--- src/hdl/arrt_pkg.sv ---
`timescale 1ns / 1ps
// arrt_pkg: shared types and constants for the authorization response relay table
// no dependencies; imported by auth_response_relay_table_unit and tb_top

package arrt_pkg;

   // configuration register indexes
   localparam logic [1:0] CSR_RESEND_INTERVAL = 2'd0;
   localparam logic [1:0] CSR_SYSTEM_CHANNEL  = 2'd1;
   localparam logic [1:0] CSR_OWN_ADDRESS     = 2'd2;

   localparam logic [15:0] RESET_INTERVAL = 16'd5;
   localparam logic [7:0]  RESET_CHANNEL  = 8'd11;
   localparam logic [15:0] RESET_ADDRESS  = 16'd0;

   // item kinds
   localparam logic MODE_STORE = 1'b0;
   localparam logic MODE_TICK  = 1'b1;

   typedef enum logic [2:0] {
      STAT_STORED  = 3'd0,
      STAT_BAD_LEN = 3'd1,
      STAT_FULL    = 3'd2,
      STAT_SENT    = 3'd3,
      STAT_NONE    = 3'd4
   } arrt_status_type;

   typedef enum logic [1:0] {
      ST_IDLE,
      ST_CHECK,
      ST_SCAN,
      ST_WRITE
   } arrt_state_type;

   typedef struct packed {
      logic [63:0] mac;
      logic        access;
      logic [15:0] address;
      logic [63:0] param_low;
      logic [63:0] param_high;
   } arrt_entry_type;

endpackage

--- src/hdl/auth_response_relay_table_unit.sv ---
`timescale 1ns / 1ps
// auth_response_relay_table_unit: relay table top level, built on arrt_pkg
// Steps: a rejected store or a tick that fails the relay or interval check gives its
// result from the check state; otherwise the item goes on to a one-entry scan over the
// table memory with one compare unit, and a stored entry takes a write state after it.
// A new item is taken only once the previous item is done; busy is high meanwhile.
// One-cycle result strobes, receiver cannot stall; reset clears valid bits, send time, regs.

module auth_response_relay_table_unit
   import arrt_pkg::*;
#(
   parameter int TABLE_ENTRIES = 8,
   parameter int RECORD_BYTES  = 27
) (
   input  logic        clock,
   input  logic        reset,
   input  logic        start,
   output logic        busy,
   input  logic        req_mode,
   input  logic [7:0]  req_frame_length,
   input  logic [63:0] req_entry_mac,
   input  logic        req_entry_access,
   input  logic [15:0] req_entry_address,
   input  logic [63:0] req_entry_param_low,
   input  logic [63:0] req_entry_param_high,
   input  logic [31:0] req_current_time,
   input  logic        req_relay_enabled,
   output logic        rsp_valid,
   output logic [2:0]  rsp_status,
   output logic [63:0] rsp_sent_mac,
   output logic        rsp_sent_access,
   output logic [15:0] rsp_sent_address,
   output logic [63:0] rsp_sent_param_low,
   output logic [63:0] rsp_sent_param_high,
   output logic [7:0]  rsp_frame_channel,
   output logic [15:0] rsp_frame_source,
   input  logic        csr_write,
   input  logic [1:0]  csr_index,
   input  logic [15:0] csr_wdata
);

   localparam int IDX_W = (TABLE_ENTRIES > 1) ? $clog2(TABLE_ENTRIES) : 1;
   localparam logic [IDX_W-1:0] LAST_IDX = IDX_W'(TABLE_ENTRIES - 1);

   arrt_state_type state_ff, state_in;

   // configuration
   logic [15:0] interval_ff;
   logic [7:0]  channel_ff;
   logic [15:0] source_ff;

   // latched item
   logic           mode_ff;
   logic [7:0]     length_ff;
   arrt_entry_type item_ff;
   logic [31:0]    time_ff;
   logic           relay_ff;

   logic [31:0] last_send_ff;
   logic [TABLE_ENTRIES-1:0] valid_ff;
   arrt_entry_type entry_mem [TABLE_ENTRIES];

   // scan loop
   logic [IDX_W-1:0] scan_ff;
   logic             issue_done_ff;
   logic [IDX_W-1:0] rd_idx_ff;
   logic             rd_live_ff;
   arrt_entry_type   rd_ff;
   logic             free_found_ff;
   logic [IDX_W-1:0] free_idx_ff;
   logic [IDX_W-1:0] slot_ff, slot_in;

   // result registers
   logic            rsp_valid_ff;
   arrt_status_type rsp_status_ff;
   arrt_entry_type  rsp_entry_ff;
   logic [7:0]      rsp_channel_ff;
   logic [15:0]     rsp_source_ff;

   // control
   logic            accept;
   logic            issue;
   logic            hit;
   logic            last;
   logic            check_pass;
   logic            elapsed;
   logic [31:0]     since_send;
   logic            finish;
   logic            do_send;
   logic            upd_time;
   arrt_status_type fin_status;

   assign since_send = time_ff - last_send_ff;
   assign elapsed    = since_send >= {16'd0, interval_ff};

   // next state
   always_comb begin
      state_in = state_ff;
      unique case (state_ff)
         ST_IDLE: begin
            if (start) state_in = ST_CHECK;
         end
         ST_CHECK: begin
            state_in = check_pass ? ST_SCAN : ST_IDLE;
         end
         ST_SCAN: begin
            if (hit) begin
               state_in = (mode_ff == MODE_TICK) ? ST_IDLE : ST_WRITE;
            end else if (last) begin
               state_in = (mode_ff == MODE_STORE && free_found_ff) ? ST_WRITE : ST_IDLE;
            end
         end
         ST_WRITE: begin
            state_in = ST_IDLE;
         end
         default: state_in = ST_IDLE;
      endcase
   end

   // control outputs
   always_comb begin
      accept     = (state_ff == ST_IDLE) && start;
      issue      = (state_ff == ST_SCAN) && !issue_done_ff;
      hit        = (state_ff == ST_SCAN) && rd_live_ff && valid_ff[rd_idx_ff]
                   && ((mode_ff == MODE_TICK) || (rd_ff.mac == item_ff.mac));
      last       = (state_ff == ST_SCAN) && rd_live_ff && (rd_idx_ff == LAST_IDX);
      check_pass = (mode_ff == MODE_TICK) ? (relay_ff && elapsed)
                                          : (length_ff == 8'(RECORD_BYTES));
      finish     = 1'b0;
      do_send    = 1'b0;
      upd_time   = 1'b0;
      fin_status = STAT_NONE;
      slot_in    = slot_ff;
      unique case (state_ff)
         ST_IDLE: begin
         end
         ST_CHECK: begin
            upd_time = check_pass && (mode_ff == MODE_TICK);
            if (!check_pass) begin
               finish     = 1'b1;
               fin_status = (mode_ff == MODE_TICK) ? STAT_NONE : STAT_BAD_LEN;
            end
         end
         ST_SCAN: begin
            if (hit) begin
               slot_in = rd_idx_ff;
               if (mode_ff == MODE_TICK) begin
                  finish     = 1'b1;
                  do_send    = 1'b1;
                  fin_status = STAT_SENT;
               end
            end else if (last) begin
               slot_in = free_idx_ff;
               if (mode_ff == MODE_TICK) begin
                  finish     = 1'b1;
                  fin_status = STAT_NONE;
               end else if (!free_found_ff) begin
                  finish     = 1'b1;
                  fin_status = STAT_FULL;
               end
            end
         end
         ST_WRITE: begin
            finish     = 1'b1;
            fin_status = STAT_STORED;
         end
         default: begin
         end
      endcase
   end

   // control registers
   always_ff @(posedge clock) begin
      if (reset) begin
         state_ff      <= ST_IDLE;
         interval_ff   <= RESET_INTERVAL;
         channel_ff    <= RESET_CHANNEL;
         source_ff     <= RESET_ADDRESS;
         last_send_ff  <= 32'd0;
         valid_ff      <= '0;
         rsp_valid_ff  <= 1'b0;
         issue_done_ff <= 1'b0;
         rd_live_ff    <= 1'b0;
         free_found_ff <= 1'b0;
      end else begin
         state_ff     <= state_in;
         rsp_valid_ff <= finish;
         if (csr_write) begin
            unique case (csr_index)
               CSR_RESEND_INTERVAL: interval_ff <= csr_wdata;
               CSR_SYSTEM_CHANNEL:  channel_ff  <= csr_wdata[7:0];
               CSR_OWN_ADDRESS:     source_ff   <= csr_wdata;
               default: ;
            endcase
         end
         if (upd_time) last_send_ff <= time_ff;
         if (state_ff == ST_CHECK) begin
            issue_done_ff <= 1'b0;
            rd_live_ff    <= 1'b0;
            free_found_ff <= 1'b0;
         end else begin
            rd_live_ff <= issue;
            if (issue && scan_ff == LAST_IDX) issue_done_ff <= 1'b1;
            if (issue && !valid_ff[scan_ff] && !free_found_ff) free_found_ff <= 1'b1;
         end
         if (state_ff == ST_WRITE) valid_ff[slot_ff] <= 1'b1;
         if (do_send) valid_ff[rd_idx_ff] <= 1'b0;
      end
   end

   // payload registers
   always_ff @(posedge clock) begin
      if (accept) begin
         mode_ff             <= req_mode;
         length_ff           <= req_frame_length;
         item_ff.mac         <= req_entry_mac;
         item_ff.access      <= req_entry_access;
         item_ff.address     <= req_entry_address;
         item_ff.param_low   <= req_entry_param_low;
         item_ff.param_high  <= req_entry_param_high;
         time_ff             <= req_current_time;
         relay_ff            <= req_relay_enabled;
      end
      if (state_ff == ST_CHECK) begin
         scan_ff <= '0;
      end else if (issue && scan_ff != LAST_IDX) begin
         scan_ff <= scan_ff + 1'b1;
      end
      if (issue) rd_idx_ff <= scan_ff;
      if (issue && !valid_ff[scan_ff] && !free_found_ff) free_idx_ff <= scan_ff;
      slot_ff <= slot_in;
      if (finish) begin
         rsp_status_ff  <= fin_status;
         rsp_entry_ff   <= do_send ? rd_ff : '0;
         rsp_channel_ff <= do_send ? channel_ff : 8'd0;
         rsp_source_ff  <= do_send ? source_ff : 16'd0;
      end
   end

   // entry memory, one registered read port on the scan index
   always_ff @(posedge clock) begin
      if (state_ff == ST_WRITE) entry_mem[slot_ff] <= item_ff;
      if (issue) rd_ff <= entry_mem[scan_ff];
   end

   assign busy                = (state_ff != ST_IDLE);
   assign rsp_valid           = rsp_valid_ff;
   assign rsp_status          = rsp_status_ff;
   assign rsp_sent_mac        = rsp_entry_ff.mac;
   assign rsp_sent_access     = rsp_entry_ff.access;
   assign rsp_sent_address    = rsp_entry_ff.address;
   assign rsp_sent_param_low  = rsp_entry_ff.param_low;
   assign rsp_sent_param_high = rsp_entry_ff.param_high;
   assign rsp_frame_channel   = rsp_channel_ff;
   assign rsp_frame_source    = rsp_source_ff;

   a_accept_busy: assert property (@(posedge clock) disable iff (reset)
      start && !busy |=> busy)
      else $error("accepted beat did not raise busy");

   a_rsp_after_work: assert property (@(posedge clock) disable iff (reset)
      rsp_valid |-> $past(state_ff) != ST_IDLE)
      else $error("result strobe without an item in progress");

   a_write_sets_valid: assert property (@(posedge clock) disable iff (reset)
      state_ff == ST_WRITE |=> valid_ff[$past(slot_ff)])
      else $error("stored entry not marked valid");

   a_send_frees_one: assert property (@(posedge clock) disable iff (reset)
      rsp_valid && rsp_status == STAT_SENT
      |-> $countones(valid_ff) + 1 == $countones($past(valid_ff)))
      else $error("sent response did not free exactly one entry");

   a_store_keeps_count: assert property (@(posedge clock) disable iff (reset)
      rsp_valid && rsp_status != STAT_SENT && rsp_status != STAT_STORED
      |-> valid_ff == $past(valid_ff))
      else $error("valid bits changed on an item that stored and sent nothing");

endmodule

--- config.mk ---
export PLATFORM = sky130hd
export DESIGN_NAME = auth_response_relay_table_unit
export DESIGN_NICKNAME = d
export VERILOG_FILES = /design/src/hdl/arrt_pkg.sv /design/src/hdl/auth_response_relay_table_unit.sv
export SDC_FILE = /design/constraint.sdc
export NUM_CORES = 2
export LEC_CHECK = 0
export BUFFER_PORTS_ARGS = -buffer_cell sky130_fd_sc_hd__buf_2
export CORE_MARGIN = 2
export CORE_UTILIZATION = 25
export CTS_CLUSTER_SIZE = 14
export DETAILED_ROUTE_END_ITERATION = 10
export PLACE_DENSITY = 0.49
export SLEW_MARGIN = 0
export SYNTH_ARGS = -nofsm -noshare
export SYNTH_HDL_FRONTEND = slang
export SYNTH_SLANG_ARGS = --single-unit
--- constraint.sdc ---
create_clock -name clock -period 18.2 [get_ports clock]
set_clock_uncertainty 0.15 [all_clocks]
set_input_delay 1.82 -clock clock [delete_from_list [all_inputs] [get_ports clock]]
set_output_delay 1.82 -clock clock [all_outputs]
set_load 0.05 [all_outputs]
==> impl_metrics.yaml <==
timing:
  maxSlewViolCount: 0
  period_minus_slack_ns: 6.98
  rsz0062_at_grt: "no"
  holdWs_ns: 0.301
  max_freq_mhz: 143
  setup_viol: 0
  fin_crit_sh_pct: 38.4
  max_slew.worst_pin.slew_ns: 1.46
  fin_setup_tns_ns: 0
  relSlewSlack_pct: 2.45
  hold_violations: 0
drt:
  avgRoutedWirePerCell_um: 23.6
  wl_met3_mm: 11.1
  ant_nets: 0
  drt_drc_violations_left: 0
  drt-met1-wl_mm: 105
  drt_iter0_markers: 3580
  routed_wl_mm: 240
  dr_wl_met2_mm: 120
  via_per_inst: 4.34
  highest_layer: "met5"
  via_count: 44253
  drtPass1Iterations: 6
place:
  detailed_place_hpwl_mm: 137
  routabilityCongestion: 0.805
  portBuffers: 510
logic_synthesis:
  synth_warnings: 0
  synthFlopType: "edfxtp_1"
  ys_seq_area_share_pct: 79.0
  ys_types: 75
  synth_edf_count: 2377
  avgSynthCellArea_um2: 21.3
  ys_ff_latch: 2466
  synthArstFlopShare_pct: 0
  syn_area_um2: 92600
  syn-instance-count: 4352
  syn-num-nets: 4675
outcome:
  status: "complete, no violations"
die:
  die_area_um2: 375000
  die_w_um: 613
  ioPinCount: 511
  start_util_pct: 25.1
  placeableCoreArea_um2: 369000
  rows: 223
  dieHeight_um: 613
clocking:
  cts_buffers: 281
  clock_sinks: 2466
  ctsResizeCount: 0
  clock_latency_ns: 0.89
  post_cts_buffers: 0
  cts_buffer_depth: 4
  cts-hold-fix-buffers: 0
  cts_tree: "yes"
  htreeDepth: 5
  clock-root-buffer: "clkbuf_16"
  path_clk_slew_ns: 0.06
critical_path:
  end_kind: "flip-flop"
  cp.arrival_ns: 7.30
  path_class: "reg2reg"
  cp.required_ns: 18.52
  crit_path_max_fanout: 51
  start_kind: "flip-flop"
power_and_ir_drop:
  peakVddDrop_mv: 0.0731
  p_per_area_nw_per_um2: 123
  p_leak_nw: 35.3
layout:
  final_layout_size_suffix_gt1_share_pct: 31.4
  fillers: 35991
  fin_nets: 5333
  layout_commonest_cell: "edfxtp_1"
  final_util_pct: 29.9
  layout_common_cells: "2377 x edfxtp_1, 509 x buf_2, 420 x mux4_2, 284 x clkbuf_16, 237 x and3_1"
  syn2layout_area_growth_pct: 19.2
global_route:
  grt_max_degree: 176
  grt_pass1_wl_mm: 342
  grt_overflow: 0
  grt_pass1_vias: 46711
  grt_usage_pct: 12.5
  antenna_found_initial: 50
flow_run:
  drv_cap: 0
min_path:
  min_path_type: "reg2reg"
==> cell families (layout without fill, tap and decap cells) <==
logic type | Yosys count | count (layout) | share of synthesized area, %
and+or+nand+nor | 597 | 597 | 3.59
muxes | 675 | 675 | 13.3
DFF | 2466 | 2466 | 79.0
AOI/OAI and AO/OA | 200 | 200 | 1.46
adders and majority gates | 50 | 50 | 0.684
other | 0 | 15 | 0
buffers and inverters | 279 | 1151 | 1.19
xor gates and xnor gates | 85 | 85 | 0.804
==> cells in the mapped netlist (all sizes together), types with 3 or more instances <==
cell,number,area [um^2]
a211o,8,70.1
a211oi,10,75.1
a21boi,3,30.0
a21o,10,75.1
a21oi,77,412
a22oi,3,22.5
a311oi,4,35.0
a31oi,5,52.6
and2,5,31.3
and3,238,1490
buf,63,287
clkbuf,147,552
dfxtp,89,1780
edfxtp,2377,71400
ha,49,613
inv,68,255
mux2,214,2410
mux2i,41,410
mux4,420,9460
nand2,104,390
nand2b,76,475
nand3,14,70.1
nand3b,7,52.6
nand4,30,188
nand4b,3,41.3
nor2,70,263
nor2b,7,43.8
nor3,15,75.1
nor3b,4,30.0
nor4,10,62.6
o2111ai,4,35.0
o211ai,4,35.0
o21a,6,45.0
o21ai,32,160
o21bai,5,37.5
o221ai,4,35.0
o22a,3,26.3
or3,3,23.8
or4,3,22.5
xnor2,79,692
xor2,6,52.6
==> cell type report <==
type | count | area, um^2 | share of cell area [%]
clock buffer | 350 | 7360 | 6.67
timing repair buffer | 585 | 3290 | 2.98
antenna | 15 | 37.5 | 0.0340
inverter | 69 | 259 | 0.235
multi-input combinational | 1607 | 18400 | 16.7
sequential | 2466 | 73200 | 66.3
tap | 4950 | 6190 | 5.61
clock inverter | 147 | 1660 | 1.50
==> metal layers <==
metal | up-vias | global-route usage, %
met5 | - | 0
met4 | 14 | 2.74
met3 | 324 | 2.11
met2 | 1053 | 21.4
met1 | 23759 | 16.5
li1 | 19103 | -
==> state kept, by name (all words and copies together), names as in the netlist, 2 cells and up <==
register and cells:
state_ff 2, length_ff 8, slot_ff 3, item_ff 209
rsp_sent_param_low 64, rsp_frame_channel 8, rsp_status 3, rsp_sent_mac 64
scan_ff 3, rsp_sent_param_high 64, channel_ff 8, rsp_frame_source 16
free_idx_ff 3, rd_ff 209, rd_idx_ff 3, source_ff 16
last_send_ff 32, time_ff 32, interval_ff 16, valid_ff 8
rsp_sent_address 16, entry_mem 1672
==> power breakdown <==
part / total [mW] / switching [mW] / internal (mW) / leakage [nW]
registers: 6.57 / 0.143 / 6.43 / 22.3
clock network: 5.56 / 2.34 / 3.22 / 4.37
logic: 1.42 / 0.737 / 0.686 / 8.65
==> path summary, 6_finish.rpt <==
| path | from | cells past startpoint | slack [ns] | end |
|---|---|---|---|---|
| worst max register to register | time_ff[8] | 21 | 11.22 | rsp_sent_param_low[38] |
| worst max-delay path | time_ff[8] | 21 | 11.22 | rsp_sent_param_low[38] |
| worst min-delay path | source_ff[6] | 2 | 0.30 | source_ff[6] |
| worst min register to register | source_ff[6] | 2 | 0.30 | source_ff[6] |
==> through the flow <==
step	setup WS [ns]	cell area (um^2)	cells	power, mW
after floorplan	2.07	92600	4352	7.75
after global placement	11.30	101000	9677	8.15
after detailed placement	11.22	101000	9677	8.15
after CTS	11.15	110000	10174	13.8
after global routing	10.72	110000	10175	14.1
final	11.22	110000	10189	13.6
==> worst max-delay path: stages (launching register included) <==
cell      delay [ns]
edfxtp_1        0.40
ha_1            0.43
a211o_1         0.34
a31oi_2         0.23
o21bai_1        0.13
or2_2           0.32
a21boi_2        0.19
xnor2_1         0.14
ha_1            0.26
a21oi_1         0.15
nor2b_1         0.06
o21ai_0         0.21
nand4_1         0.13
nor4b_1         0.30
o211ai_1        0.15
nor4_1          0.19
and3_1          0.27
nand4b_1        0.15
nand4_1         0.19
buf_4           0.59
buf_4           0.67
buf_4           0.67
Note: power is estimated with default switching activity, not from simulation.
